### src/hdl/kplrs_pkg.sv
// ----------------------------------------------------------------------------
// kplrs_pkg
// Shared widths, register indexes and types for the key press scanner.
// ----------------------------------------------------------------------------
package kplrs_pkg;

    localparam int NUM_KEYS   = 3;
    localparam int TIME_W     = 32;
    localparam int MS_W       = 16;
    localparam int CFG_DATA_W = 16;
    localparam int CFG_IDX_W  = 2;

    localparam logic [CFG_IDX_W-1:0] CFG_LONG_PRESS_MS      = 2'd0;
    localparam logic [CFG_IDX_W-1:0] CFG_REPEAT_INTERVAL_MS = 2'd1;
    localparam logic [CFG_IDX_W-1:0] CFG_REPEAT_ENABLE_MASK = 2'd2;

    localparam logic [MS_W-1:0]     LONG_PRESS_RST      = 16'd1000;
    localparam logic [MS_W-1:0]     REPEAT_INTERVAL_RST = 16'd200;
    localparam logic [NUM_KEYS-1:0] REPEAT_ENABLE_RST   = NUM_KEYS'(3'd6);

    typedef struct packed {
        logic [MS_W-1:0]     long_press_ms;
        logic [MS_W-1:0]     repeat_interval_ms;
        logic [NUM_KEYS-1:0] repeat_enable_mask;
    } t_cfg;

    typedef struct packed {
        logic fire;
        logic held;
        logic level;
    } t_key_res;

endpackage

### src/hdl/kplrs_intf.sv
// ----------------------------------------------------------------------------
// kplrs interfaces
// Scan input, result output and register write channels.
// ----------------------------------------------------------------------------
interface kplrs_in_if;
    logic                           valid;
    logic                           ready;
    logic [kplrs_pkg::NUM_KEYS-1:0] key_levels;
    logic [kplrs_pkg::TIME_W-1:0]   now_ms;

    modport source (output valid, output key_levels, output now_ms, input ready);
    modport sink   (input valid, input key_levels, input now_ms, output ready);
endinterface

interface kplrs_out_if;
    logic                           valid;
    logic                           ready;
    logic [kplrs_pkg::NUM_KEYS-1:0] press_mask;
    logic [kplrs_pkg::NUM_KEYS-1:0] held_fire_mask;
    logic [kplrs_pkg::NUM_KEYS-1:0] stable_levels;

    modport source (output valid, output press_mask, output held_fire_mask,
                    output stable_levels, input ready);
    modport sink   (input valid, input press_mask, input held_fire_mask,
                    input stable_levels, output ready);
endinterface

interface kplrs_cfg_if;
    logic                             valid;
    logic                             ready;
    logic [kplrs_pkg::CFG_IDX_W-1:0]  index;
    logic [kplrs_pkg::CFG_DATA_W-1:0] data;

    modport source (output valid, output index, output data, input ready);
    modport sink   (input valid, input index, input data, output ready);
endinterface

### src/hdl/kplrs_cfg_regs.sv
// ----------------------------------------------------------------------------
// kplrs_cfg_regs
// Configuration register file: long-press time, repeat interval, enables.
// ----------------------------------------------------------------------------
module kplrs_cfg_regs (
    input  logic               i_clk,
    input  logic               i_rst_n,
    kplrs_cfg_if.sink          i_cfg,
    output kplrs_pkg::t_cfg    o_cfg
);

    kplrs_pkg::t_cfg r_cfg;

    assign i_cfg.ready = 1'b1;
    assign o_cfg       = r_cfg;

    always_ff @(posedge i_clk) begin
        if (!i_rst_n) begin
            r_cfg.long_press_ms      <= kplrs_pkg::LONG_PRESS_RST;
            r_cfg.repeat_interval_ms <= kplrs_pkg::REPEAT_INTERVAL_RST;
            r_cfg.repeat_enable_mask <= kplrs_pkg::REPEAT_ENABLE_RST;
        end else if (i_cfg.valid) begin
            unique case (i_cfg.index)
                kplrs_pkg::CFG_LONG_PRESS_MS: begin
                    r_cfg.long_press_ms <= i_cfg.data[kplrs_pkg::MS_W-1:0];
                end
                kplrs_pkg::CFG_REPEAT_INTERVAL_MS: begin
                    r_cfg.repeat_interval_ms <= i_cfg.data[kplrs_pkg::MS_W-1:0];
                end
                kplrs_pkg::CFG_REPEAT_ENABLE_MASK: begin
                    r_cfg.repeat_enable_mask <= i_cfg.data[kplrs_pkg::NUM_KEYS-1:0];
                end
                default: begin
                end
            endcase
        end
    end

endmodule

### src/hdl/kplrs_key_cell.sv
// ----------------------------------------------------------------------------
// kplrs_key_cell
// Per-key state and press, long-press and auto-repeat decision.
// ----------------------------------------------------------------------------
module kplrs_key_cell (
    input  logic                          i_clk,
    input  logic                          i_rst_n,
    input  logic                          i_step,
    input  logic                          i_level,
    input  logic [kplrs_pkg::TIME_W-1:0]  i_now_ms,
    input  logic                          i_enable,
    input  logic [kplrs_pkg::MS_W-1:0]    i_long_press_ms,
    input  logic [kplrs_pkg::MS_W-1:0]    i_repeat_interval_ms,
    output kplrs_pkg::t_key_res           o_res
);

    logic                         r_stable;
    logic                         r_long;
    logic [kplrs_pkg::TIME_W-1:0] r_mark;
    logic                         n_long;
    logic [kplrs_pkg::TIME_W-1:0] n_mark;
    logic                         w_changed;
    logic                         w_low;
    logic [kplrs_pkg::TIME_W-1:0] w_elapsed;

    assign w_low     = !i_level;
    assign w_changed = (i_level != r_stable);
    assign w_elapsed = w_changed ? '0 : (i_now_ms - r_mark);

    always_comb begin
        o_res.level = i_level;
        o_res.fire  = w_changed && w_low;
        o_res.held  = 1'b0;
        n_long      = w_changed ? 1'b0 : r_long;
        n_mark      = (w_changed && w_low) ? i_now_ms : r_mark;
        if (w_low && i_enable) begin
            if (!n_long) begin
                if (w_elapsed >= kplrs_pkg::TIME_W'(i_long_press_ms)) begin
                    n_long     = 1'b1;
                    n_mark     = i_now_ms;
                    o_res.fire = 1'b1;
                    o_res.held = 1'b1;
                end
            end else if (w_elapsed >= kplrs_pkg::TIME_W'(i_repeat_interval_ms)) begin
                n_mark     = i_now_ms;
                o_res.fire = 1'b1;
                o_res.held = 1'b1;
            end
        end
    end

    always_ff @(posedge i_clk) begin
        if (!i_rst_n) begin
            r_stable <= 1'b1;
            r_long   <= 1'b0;
            r_mark   <= '0;
        end else if (i_step) begin
            r_stable <= i_level;
            r_long   <= n_long;
            r_mark   <= n_mark;
        end
    end

endmodule

### src/hdl/key_press_long_repeat_scanner_top.sv
// ----------------------------------------------------------------------------
// key_press_long_repeat_scanner_top
// Key scanner with press detection, long press and auto-repeat.
// ----------------------------------------------------------------------------
// Each accepted scan yields one result. The block takes one scan per clock
// cycle while its results are taken. An accepted scan is held in the input
// register, then the per-key compare and subtract lands in the result
// register. While a result waits to be taken, one further scan can still
// enter the input register; after that the input stalls until the result is
// transferred. Register writes take effect in the cycle after their transfer
// and are always accepted.
module key_press_long_repeat_scanner_top (
    input  logic          i_clk,
    input  logic          i_rst_n,
    kplrs_in_if.sink      i_in,
    kplrs_out_if.source   o_res,
    kplrs_cfg_if.sink     i_cfg
);

    localparam int NK = kplrs_pkg::NUM_KEYS;

    kplrs_pkg::t_cfg              w_cfg;
    kplrs_pkg::t_key_res          w_key [NK];
    logic                         r_in_valid;
    logic [NK-1:0]                r_key_levels;
    logic [kplrs_pkg::TIME_W-1:0] r_now_ms;
    logic                         r_out_valid;
    logic [NK-1:0]                r_press;
    logic [NK-1:0]                r_held;
    logic [NK-1:0]                r_stable;
    logic [NK-1:0]                w_fire;
    logic [NK-1:0]                w_held;
    logic [NK-1:0]                w_level;
    logic                         w_advance;

    kplrs_cfg_regs u_cfg_regs (
        .i_clk   (i_clk),
        .i_rst_n (i_rst_n),
        .i_cfg   (i_cfg),
        .o_cfg   (w_cfg)
    );

    assign w_advance  = r_in_valid && (!r_out_valid || o_res.ready);
    assign i_in.ready = !r_in_valid || w_advance;

    for (genvar k = 0; k < NK; k++) begin : g_key
        kplrs_key_cell u_key_cell (
            .i_clk                (i_clk),
            .i_rst_n              (i_rst_n),
            .i_step               (w_advance),
            .i_level              (r_key_levels[k]),
            .i_now_ms             (r_now_ms),
            .i_enable             (w_cfg.repeat_enable_mask[k]),
            .i_long_press_ms      (w_cfg.long_press_ms),
            .i_repeat_interval_ms (w_cfg.repeat_interval_ms),
            .o_res                (w_key[k])
        );
        assign w_fire[k]  = w_key[k].fire;
        assign w_held[k]  = w_key[k].held;
        assign w_level[k] = w_key[k].level;
    end

    always_ff @(posedge i_clk) begin
        if (!i_rst_n) begin
            r_in_valid <= 1'b0;
        end else if (i_in.ready) begin
            r_in_valid <= i_in.valid;
        end
    end

    always_ff @(posedge i_clk) begin
        if (i_in.ready && i_in.valid) begin
            r_key_levels <= i_in.key_levels;
            r_now_ms     <= i_in.now_ms;
        end
    end

    always_ff @(posedge i_clk) begin
        if (!i_rst_n) begin
            r_out_valid <= 1'b0;
        end else if (w_advance) begin
            r_out_valid <= 1'b1;
        end else if (o_res.ready) begin
            r_out_valid <= 1'b0;
        end
    end

    always_ff @(posedge i_clk) begin
        if (w_advance) begin
            r_press  <= w_fire;
            r_held   <= w_held;
            r_stable <= w_level;
        end
    end

    assign o_res.valid          = r_out_valid;
    assign o_res.press_mask     = r_press;
    assign o_res.held_fire_mask = r_held;
    assign o_res.stable_levels  = r_stable;

endmodule

### src/flat_wrapper.sv
// flat-port wrapper written by rule: the top's interface ports become plain ports
module key_press_long_repeat_scanner_top_flat 
  (i_clk, i_rst_n, i_in_valid, i_in_key_levels, i_in_now_ms, i_in_ready, o_res_valid, o_res_press_mask, o_res_held_fire_mask, o_res_stable_levels, o_res_ready, i_cfg_valid, i_cfg_index, i_cfg_data, i_cfg_ready);
  kplrs_in_if i_in_i ();
  kplrs_out_if o_res_i ();
  kplrs_cfg_if i_cfg_i ();
  input  logic i_clk;
  input  logic i_rst_n;
  input wire logic [$bits(i_in_i.valid)-1:0] i_in_valid;
  input wire logic [$bits(i_in_i.key_levels)-1:0] i_in_key_levels;
  input wire logic [$bits(i_in_i.now_ms)-1:0] i_in_now_ms;
  output wire logic [$bits(i_in_i.ready)-1:0] i_in_ready;
  output wire logic [$bits(o_res_i.valid)-1:0] o_res_valid;
  output wire logic [$bits(o_res_i.press_mask)-1:0] o_res_press_mask;
  output wire logic [$bits(o_res_i.held_fire_mask)-1:0] o_res_held_fire_mask;
  output wire logic [$bits(o_res_i.stable_levels)-1:0] o_res_stable_levels;
  input wire logic [$bits(o_res_i.ready)-1:0] o_res_ready;
  input wire logic [$bits(i_cfg_i.valid)-1:0] i_cfg_valid;
  input wire logic [$bits(i_cfg_i.index)-1:0] i_cfg_index;
  input wire logic [$bits(i_cfg_i.data)-1:0] i_cfg_data;
  output wire logic [$bits(i_cfg_i.ready)-1:0] i_cfg_ready;
  assign i_in_i.valid = i_in_valid;
  assign i_in_i.key_levels = i_in_key_levels;
  assign i_in_i.now_ms = i_in_now_ms;
  assign i_in_ready = i_in_i.ready;
  assign o_res_valid = o_res_i.valid;
  assign o_res_press_mask = o_res_i.press_mask;
  assign o_res_held_fire_mask = o_res_i.held_fire_mask;
  assign o_res_stable_levels = o_res_i.stable_levels;
  assign o_res_i.ready = o_res_ready;
  assign i_cfg_i.valid = i_cfg_valid;
  assign i_cfg_i.index = i_cfg_index;
  assign i_cfg_i.data = i_cfg_data;
  assign i_cfg_ready = i_cfg_i.ready;
  key_press_long_repeat_scanner_top u_core (.i_clk(i_clk), .i_rst_n(i_rst_n), .i_in(i_in_i), .o_res(o_res_i), .i_cfg(i_cfg_i));
endmodule
### config.mk
export PLATFORM = sky130hd
export DESIGN_NAME = key_press_long_repeat_scanner_top_flat
export DESIGN_NICKNAME = d
export VERILOG_FILES = /design/src/hdl/kplrs_pkg.sv /design/src/hdl/kplrs_intf.sv /design/src/hdl/kplrs_cfg_regs.sv /design/src/hdl/kplrs_key_cell.sv /design/src/hdl/key_press_long_repeat_scanner_top.sv /design/src/flat_wrapper.sv
export SDC_FILE = /design/constraint.sdc
export NUM_CORES = 1
export LEC_CHECK = 0
export BUFFER_PORTS_ARGS = -buffer_cell sky130_fd_sc_hd__buf_2
export CAP_MARGIN = 20
export CORE_MARGIN = 2
export CORE_UTILIZATION = 41
export DETAILED_ROUTE_END_ITERATION = 6
export GPL_TIMING_DRIVEN = 0
export PLACE_DENSITY = 0.63
export SLEW_MARGIN = 20
export SYNTH_ARGS = -nofsm -noshare
export SYNTH_HDL_FRONTEND = slang
export SYNTH_SLANG_ARGS = --single-unit
### constraint.sdc
create_clock -name i_clk -period 5.3 [get_ports i_clk]
set_input_delay 1.59 -clock i_clk [delete_from_list [all_inputs] [get_ports i_clk]]
set_output_delay 1.59 -clock i_clk [all_outputs]
set_load 0.1 [all_outputs]
## Word level (Yosys, flattened, before mapping)

Cells that the tools add are included.

- Memory bits (writable): 0
- Memories: 0
- Bits in latches: 0
- ROM bits: 0
- Output and inout port bits: 12
- Bits in registers: 183
- Word-level logic and storage cells: 99
- Input bits: 58

- Multiplexer cells: 44
- Add/sub/neg operators: 3
- Multiply operators: 0
- Reduce and logical (&&, ||, !) cells: 20
- Divide/modulo/power cells: 0
- Magnitude comparators: 6
- Bitwise logic cells: 0
- Shifts and indexed selects: 0
- Equality and inequality tests: 5

Operators with widths:

| cell | count |
|---|---|
| $mux 32 | 18 |
| $ge 32x16->1 | 6 |
| $sub 32x32->32 | 3 |
| $mux 2 | 12 |
| $mux 1 | 14 |
| $logic_and 1x1->1 | 8 |
| $reduce_and 2->1 | 3 |
| $logic_not 1->1 | 5 |
| $ne 1x1->1 | 3 |
| $eq 2x1->1 const B | 1 |
| $eq 2x2->1 const B | 1 |
| $logic_not 2->1 | 1 |
| $logic_or 1x1->1 | 2 |
| $reduce_bool 2->1 | 1 |

## Longest topological paths before layout

- Depth after elaboration: 6
- Mapped depth: 22
- Gate-level depth less buffers: 21

## Modules after synthesis

From an unflattened synthesis, not the netlist that was laid out.

- Cell total of the unflattened synthesis: 2058
- Area total of the unflattened synthesis: 16288.1 sq um

By module, submodules not included:

| module | instances | cells each | area each (sq um) | seq. area each (sq um) |
|---|---|---|---|---|
| kplrs_key_cell (u_core.g_key[2].u_key_cell) | 1 | 634 | 4598.2 | 680.7 |
| kplrs_key_cell (u_core.g_key[1].u_key_cell) | 1 | 630 | 4484.3 | 680.7 |
| kplrs_key_cell (u_core.g_key[0].u_key_cell) | 1 | 599 | 4357.9 | 680.7 |
| key_press_long_repeat_scanner_top | 1 | 53 | 1425.1 | 1361.3 |
| kplrs_cfg_regs | 1 | 142 | 1422.6 | 700.7 |

## Least setup slack after synthesis

No wires, ideal clock.

- Kind: register -> register
- Start point: register u_core.r_now_ms[4] in the netlist's numbering
- End point: register u_core.g_key[1].u_key_cell.r_mark[10] in the netlist's numbering
- Path slack: 0.788 ns
- Stages on the path, launching flop included: 21
- Data arrival time: 4.440 ns
- Buffers on the path: 1
- Library setup time: 0.072 ns
- Required time: 5.228 ns
- Clock period less this slack: 4.512 ns
- Cell sequence: edfxtp_1 > ha_1 > a21o_1 > a31oi_1 > nand4b_1 > nand2_1 > o21a_1 > o21ai_0 > xor2_1 > and2_1 > ha_1 > and4_1 > a221o_1 > a21oi_1 > nor4bb_1 > a211oi_1 > o21ai_0 > nand2_1 > o311ai_2 > buf_4 > mux2i_1

- Word-level cells in the longest chain between the ends: 6
- Elaborated cells between the ends (all ways): 8
- Those cells by class: add/sub (1); order compare (2); mux (5)

RTL lines:

| item | RTL line | RTL |
|---|---|---|
| start, declared | key_press_long_repeat_scanner_top.sv:26 | `logic [kplrs_pkg::TIME_W-1:0] r_now_ms;` |
| start signal, assigned | key_press_long_repeat_scanner_top.sv:74 | `r_now_ms <= i_in.now_ms;` |
| $sub 32x32->32 * | kplrs_key_cell.sv:28 | `assign w_elapsed = w_changed ? '0 : (i_now_ms - r_mark);` |
| $mux 32 * | kplrs_key_cell.sv:28 |  |
| $ge 32x16->1 (on tied branches) | kplrs_key_cell.sv:38, kplrs_key_cell.sv:44 |  |
| $mux 32 (on tied branches) | kplrs_key_cell.sv:38, kplrs_key_cell.sv:44 |  |
| $mux 32 * | kplrs_key_cell.sv:37 | `if (!n_long) begin` |
| $mux 32 * | kplrs_key_cell.sv:36 | `if (w_low && i_enable) begin` |
| end signal, assigned | kplrs_key_cell.sv:60 | `r_mark <= n_mark;` |
| end, declared | kplrs_key_cell.sv:19 | `logic [kplrs_pkg::TIME_W-1:0] r_mark;` |

Every way passes the cells marked *; elsewhere a longest branch is shown, timed or not.
A chain may end at the register's enable or synchronous reset.

## Final worst setup path

- Start point: register u_core.r_now_ms[0] in the netlist's numbering
- End point: register u_core.g_key[1].u_key_cell.r_mark[28] in the netlist's numbering

Same word-level chain as after synthesis.

==> results.md <==
* Run status: complete, no violations
* P_leak at approximately 7.3 nW
* Port bufs at 67
* Crit-path max FO at 10
* Synth Area in Simple Gates at 0.191
* Gr usage total at 0.239
* Synth warnings at 0
* WHS at 0.462 ns
* Clock tree buffer depth at 2
* Final setup vio count at 0
* Initial antenna violation count at 0
* Switch share at 0.394
* Number of routed nets with antenna violations at 0
* Max-slew violation count at 0
* Setup ws final at roughly 0.22 ns
* Sequential share of the synthesized area at 0.269
* Multi-input gate area at 0.0103 mm²
* Remaining routing DRC violations at 0
* Post-Syn Area at ~0.015 mm²
* CP max stage cell: fa_1
* DP HPWL at 37.5 mm
* Vias per inst at 5.61
* Sequential cell area at 0.00410 mm²
* Top FF cell, synth: dfxtp_1
* CTS root buf: clkbuf_16
* Hold_buf cts at 0
* Setup CP Type: flip-flop to flip-flop
* Layout cells sized above 1 at 0.0939
* Netlist cell types at 95
* Fraction of synthesized area in multiplexers at 0.0751
* Post-synthesis compound-gate area fraction at 0.213
* Main combinational cell family by area after synthesis: compound AO/OA/AOI/OAI gates
* Post-place setup slack at -0.957 ns
* Post-synthesis xor/xnor area fraction at 0.0316
* Layout area overhead at 12.3%
* Post-DR wirelength/cell at 18.7 µm
* Gate power share at 0.377
* Initial DRC Count at about 1200
* CTS tree: yes
* Setup TNS Final at 0 ns
* NumNets Final at 2214
* Critical path arrival at 5.48 ns
* Ys async rst share at 0
* # fillers at between 3000 and 4000
* Cell Pwr Density at approximately 280 mW/mm²
* Cells after Synth at 1862
* Die area at roughly 0.039 mm²
* Sequential Power Share at 0.335
* Post-synth top area share at 0.183
* P_int at 2.85 mW
* Vias at 13736
* First-pass GRT wire length at 72.1 mm
* Clock-pin slew on the worst setup and hold paths at 0.08 ns
* Max Cap Viol at 0
* Synth area leader: dfxtp_1
* H-tree Lvls at 4
* Final Skew at 0.0117 ns
* Syn_nets at 2109
* Die Wd at 197 µm
* Tightest Hold Check Type: flip-flop to flip-flop
* F_max at 197 MHz
* Die height at ~200 µm
* Initial Util at 0.416
* Clock network fraction of total power at 0.288
* Synth top area cells: dfxtp_1, ha_1, edfxtp_1
* Critical path capture point type: flip-flop
* R2R Setup Slk at approximately 0.22 ns
* Rel. slew slack at 0.429
* Core ar. at 0.0366 mm²
* CP max stage delay at 0.41 ns
* Worst Path Required at 5.69 ns
* Aggregate routed wire length at around 46 mm
* Cell chain of the critical path: inv_1, ha_1, fa_1, nand2b_1, a21oi_2, o31a_1, nor2_1, o21ai_2, xor2_2, and2_1, ha_1, and4_1, a221o_1, a21oi_4, o2111ai_1, a32oi_1, a211oi_2, o21ai_2, nand2_1, o311ai_4, buf_12, buf_6, mux2i_1
* Gr ovfl total at 0
* Total clock buffers created by CTS at 17
* Vias in the first global route at 13287
* Crit path launch type: flip-flop
* Final hold violations at 0
* Fin crit share at 0.959
* RD Place Congestion at 0.941
* Largest net degree at the start of global routing at 22
* Fin crit period at a little over 5 ns
* Synth Area in Adders at 0.157
* Placement Rows at 70
* Num ports at 70
* Peak VDD IR at around 0.24 mV
* Avg Cell Area, Syn at just over 8 µm²
* Total iterations of the first detailed-routing run at 6
* Skew-Pair Late Insertion Delay at 0.47 ns
* Clock Sinks at 183
* Yosys reg bits at roughly 180
* P_sw at 1.86 mW
* Post-synth EDFFs at 44
* Worst Tran Pin Value at ~0.85 ns
[state kept, by name, summed over array words and instances, names as in the netlist, 3 cells and up]
| signal | count |
|---|---|
| u_core.g_key.u_key_cell.r_long | 3 |
| u_core.g_key.u_key_cell.r_mark | 96 |
| u_core.g_key.u_key_cell.r_stable | 3 |
| u_core.o_res.held_fire_mask | 3 |
| u_core.o_res.press_mask | 3 |
| u_core.o_res.stable_levels | 3 |
| u_core.r_key_levels | 3 |
| u_core.r_now_ms | 32 |
| u_core.u_cfg_regs.o_cfg | 35 |
[cells by family after synthesis]
group,after synthesis
simple gates,625
compound gates,465
buf+inv,229
fa+ha+maj,190
flops,183
mux,114
xor+xnor,55
other cells,1
[routing by layer]
| layer | track usage | vias to the layer above | share of wire |
|---|---|---|---|
| met5 | 0 | - | 0 |
| met4 | 0.0696 | 0 | 0.019 |
| met3 | 0.0364 | 53 | 0.050 |
| met2 | 0.384 | 361 | 0.45 |
| met1 | 0.333 | 6431 | 0.48 |
| li1 | - | 6891 | - |
[power by group through the flow]
stage	clock network [mW]	registers [mW]	logic, mW
5_1_grt	1.44	1.58	1.97
2_1_floorplan	0	1.61	1.22
3_5_place_dp	0	1.61	1.67
6_report	1.36	1.58	1.78
4_1_cts	1.38	1.57	1.72
3_3_place_gp	0	1.61	1.63
[cells in the final DEF, fill, tap and decap left out, types with 43 or more instances in the layout]
| cell | Yosys | layout |
|---|---|---|
| nand2_1 | 297 | 297 |
| ha_1 | 186 | 184 |
| inv_1 | 153 | 153 |
| dfxtp_1 | 139 | 139 |
| mux2i_1 | 112 | 112 |
| nor2_1 | 106 | 105 |
| a21oi_1 | 105 | 103 |
| buf_2 | 8 | 75 |
| o21ai_0 | 73 | 69 |
| clkbuf_1 | 52 | 52 |
| edfxtp_1 | 44 | 44 |
| a21o_1 | 43 | 43 |
[stage by stage]
| step | power, mW | utilization | instance area [µm²] | std cells |
|---|---|---|---|---|
| after floorplan | 2.83 | - | 15200 | 1862 |
| after global routing | 4.99 | 0.467 | 17100 | 2448 |
| after detailed placement | 3.28 | 0.442 | 16200 | 2398 |
| after global placement | 3.24 | 0.441 | 16200 | 2397 |
| final | 4.71 | 0.467 | 17100 | 2449 |
| after CTS | 4.67 | 0.463 | 17000 | 2441 |
[timing repair]
action                                  4_1_cts  5_1_grt
pin swaps                                     5       10
endpoints found under the setup margin       32       96
setup buffers                                11        7
gates resized for setup                      13       17
[synth_stat cells, types with 5 or more instances]
| cell type | number |
|---|---|
| o22ai_1 | 7 |
| mux2i_1 | 112 |
| a21o_1 | 43 |
| ha_1 | 186 |
| a21oi_1 | 105 |
| a31oi_1 | 22 |
| and3_1 | 16 |
| o2111ai_1 | 9 |
| a21boi_0 | 31 |
| o21ai_0 | 73 |
| nand2_1 | 297 |
| xnor2_1 | 27 |
| nor2_1 | 106 |
| o31ai_1 | 11 |
| and2_1 | 15 |
| nand3_1 | 30 |
| and4_1 | 10 |
| xor2_1 | 28 |
| a211oi_1 | 18 |
| nand2b_1 | 22 |
| edfxtp_1 | 44 |
| nor4_1 | 9 |
| clkbuf_1 | 52 |
| inv_1 | 153 |
| o21bai_1 | 12 |
| nand4_1 | 33 |
| nand3b_1 | 5 |
| dfxtp_1 | 139 |
| o21a_1 | 26 |
| a32oi_1 | 5 |
| or3_1 | 10 |
| nor3_1 | 31 |
| buf_2 | 8 |
| o211ai_1 | 24 |
| nor2b_1 | 15 |
| o21ai_1 | 12 |
[path summary, 6_finish.rpt]
| path | startpoint | to | cells after the start |
|---|---|---|---|
| setup / recovery | u_core.r_now_ms[0] | u_core.g_key[1].u_key_cell.r_mark[28] | 23 |
| hold / removal | u_core.g_key[0].u_key_cell.r_mark[26] | u_core.g_key[0].u_key_cell.r_mark[26] | 2 |
| setup reg to reg | u_core.r_now_ms[0] | u_core.g_key[1].u_key_cell.r_mark[28] | 23 |
| hold reg to reg | u_core.g_key[0].u_key_cell.r_mark[26] | u_core.g_key[0].u_key_cell.r_mark[26] | 2 |
[cell type report]
cell class | count | area share
multi-input combinational | 1450 | 0.602
sequential | 183 | 0.240
tap | 468 | 0.0342
inverter | 155 | 0.0340
timing repair buffer | 86 | 0.0313
clock buffer | 17 | 0.0249
buffer | 74 | 0.0221
clock inverter | 15 | 0.0113
antenna | 1 | 0.000146
[worst max-delay path, delay by kind of cell, from the launching register on]
family	cells	cell delay, ns
mux	1	0.23
xor+xnor	1	0.29
flops	1	0.35
compound gates	10	1.97
fa+ha+maj	3	0.87
buf+inv	3	0.43
simple gates	5	0.83
(Power assumes the default switching activity.)
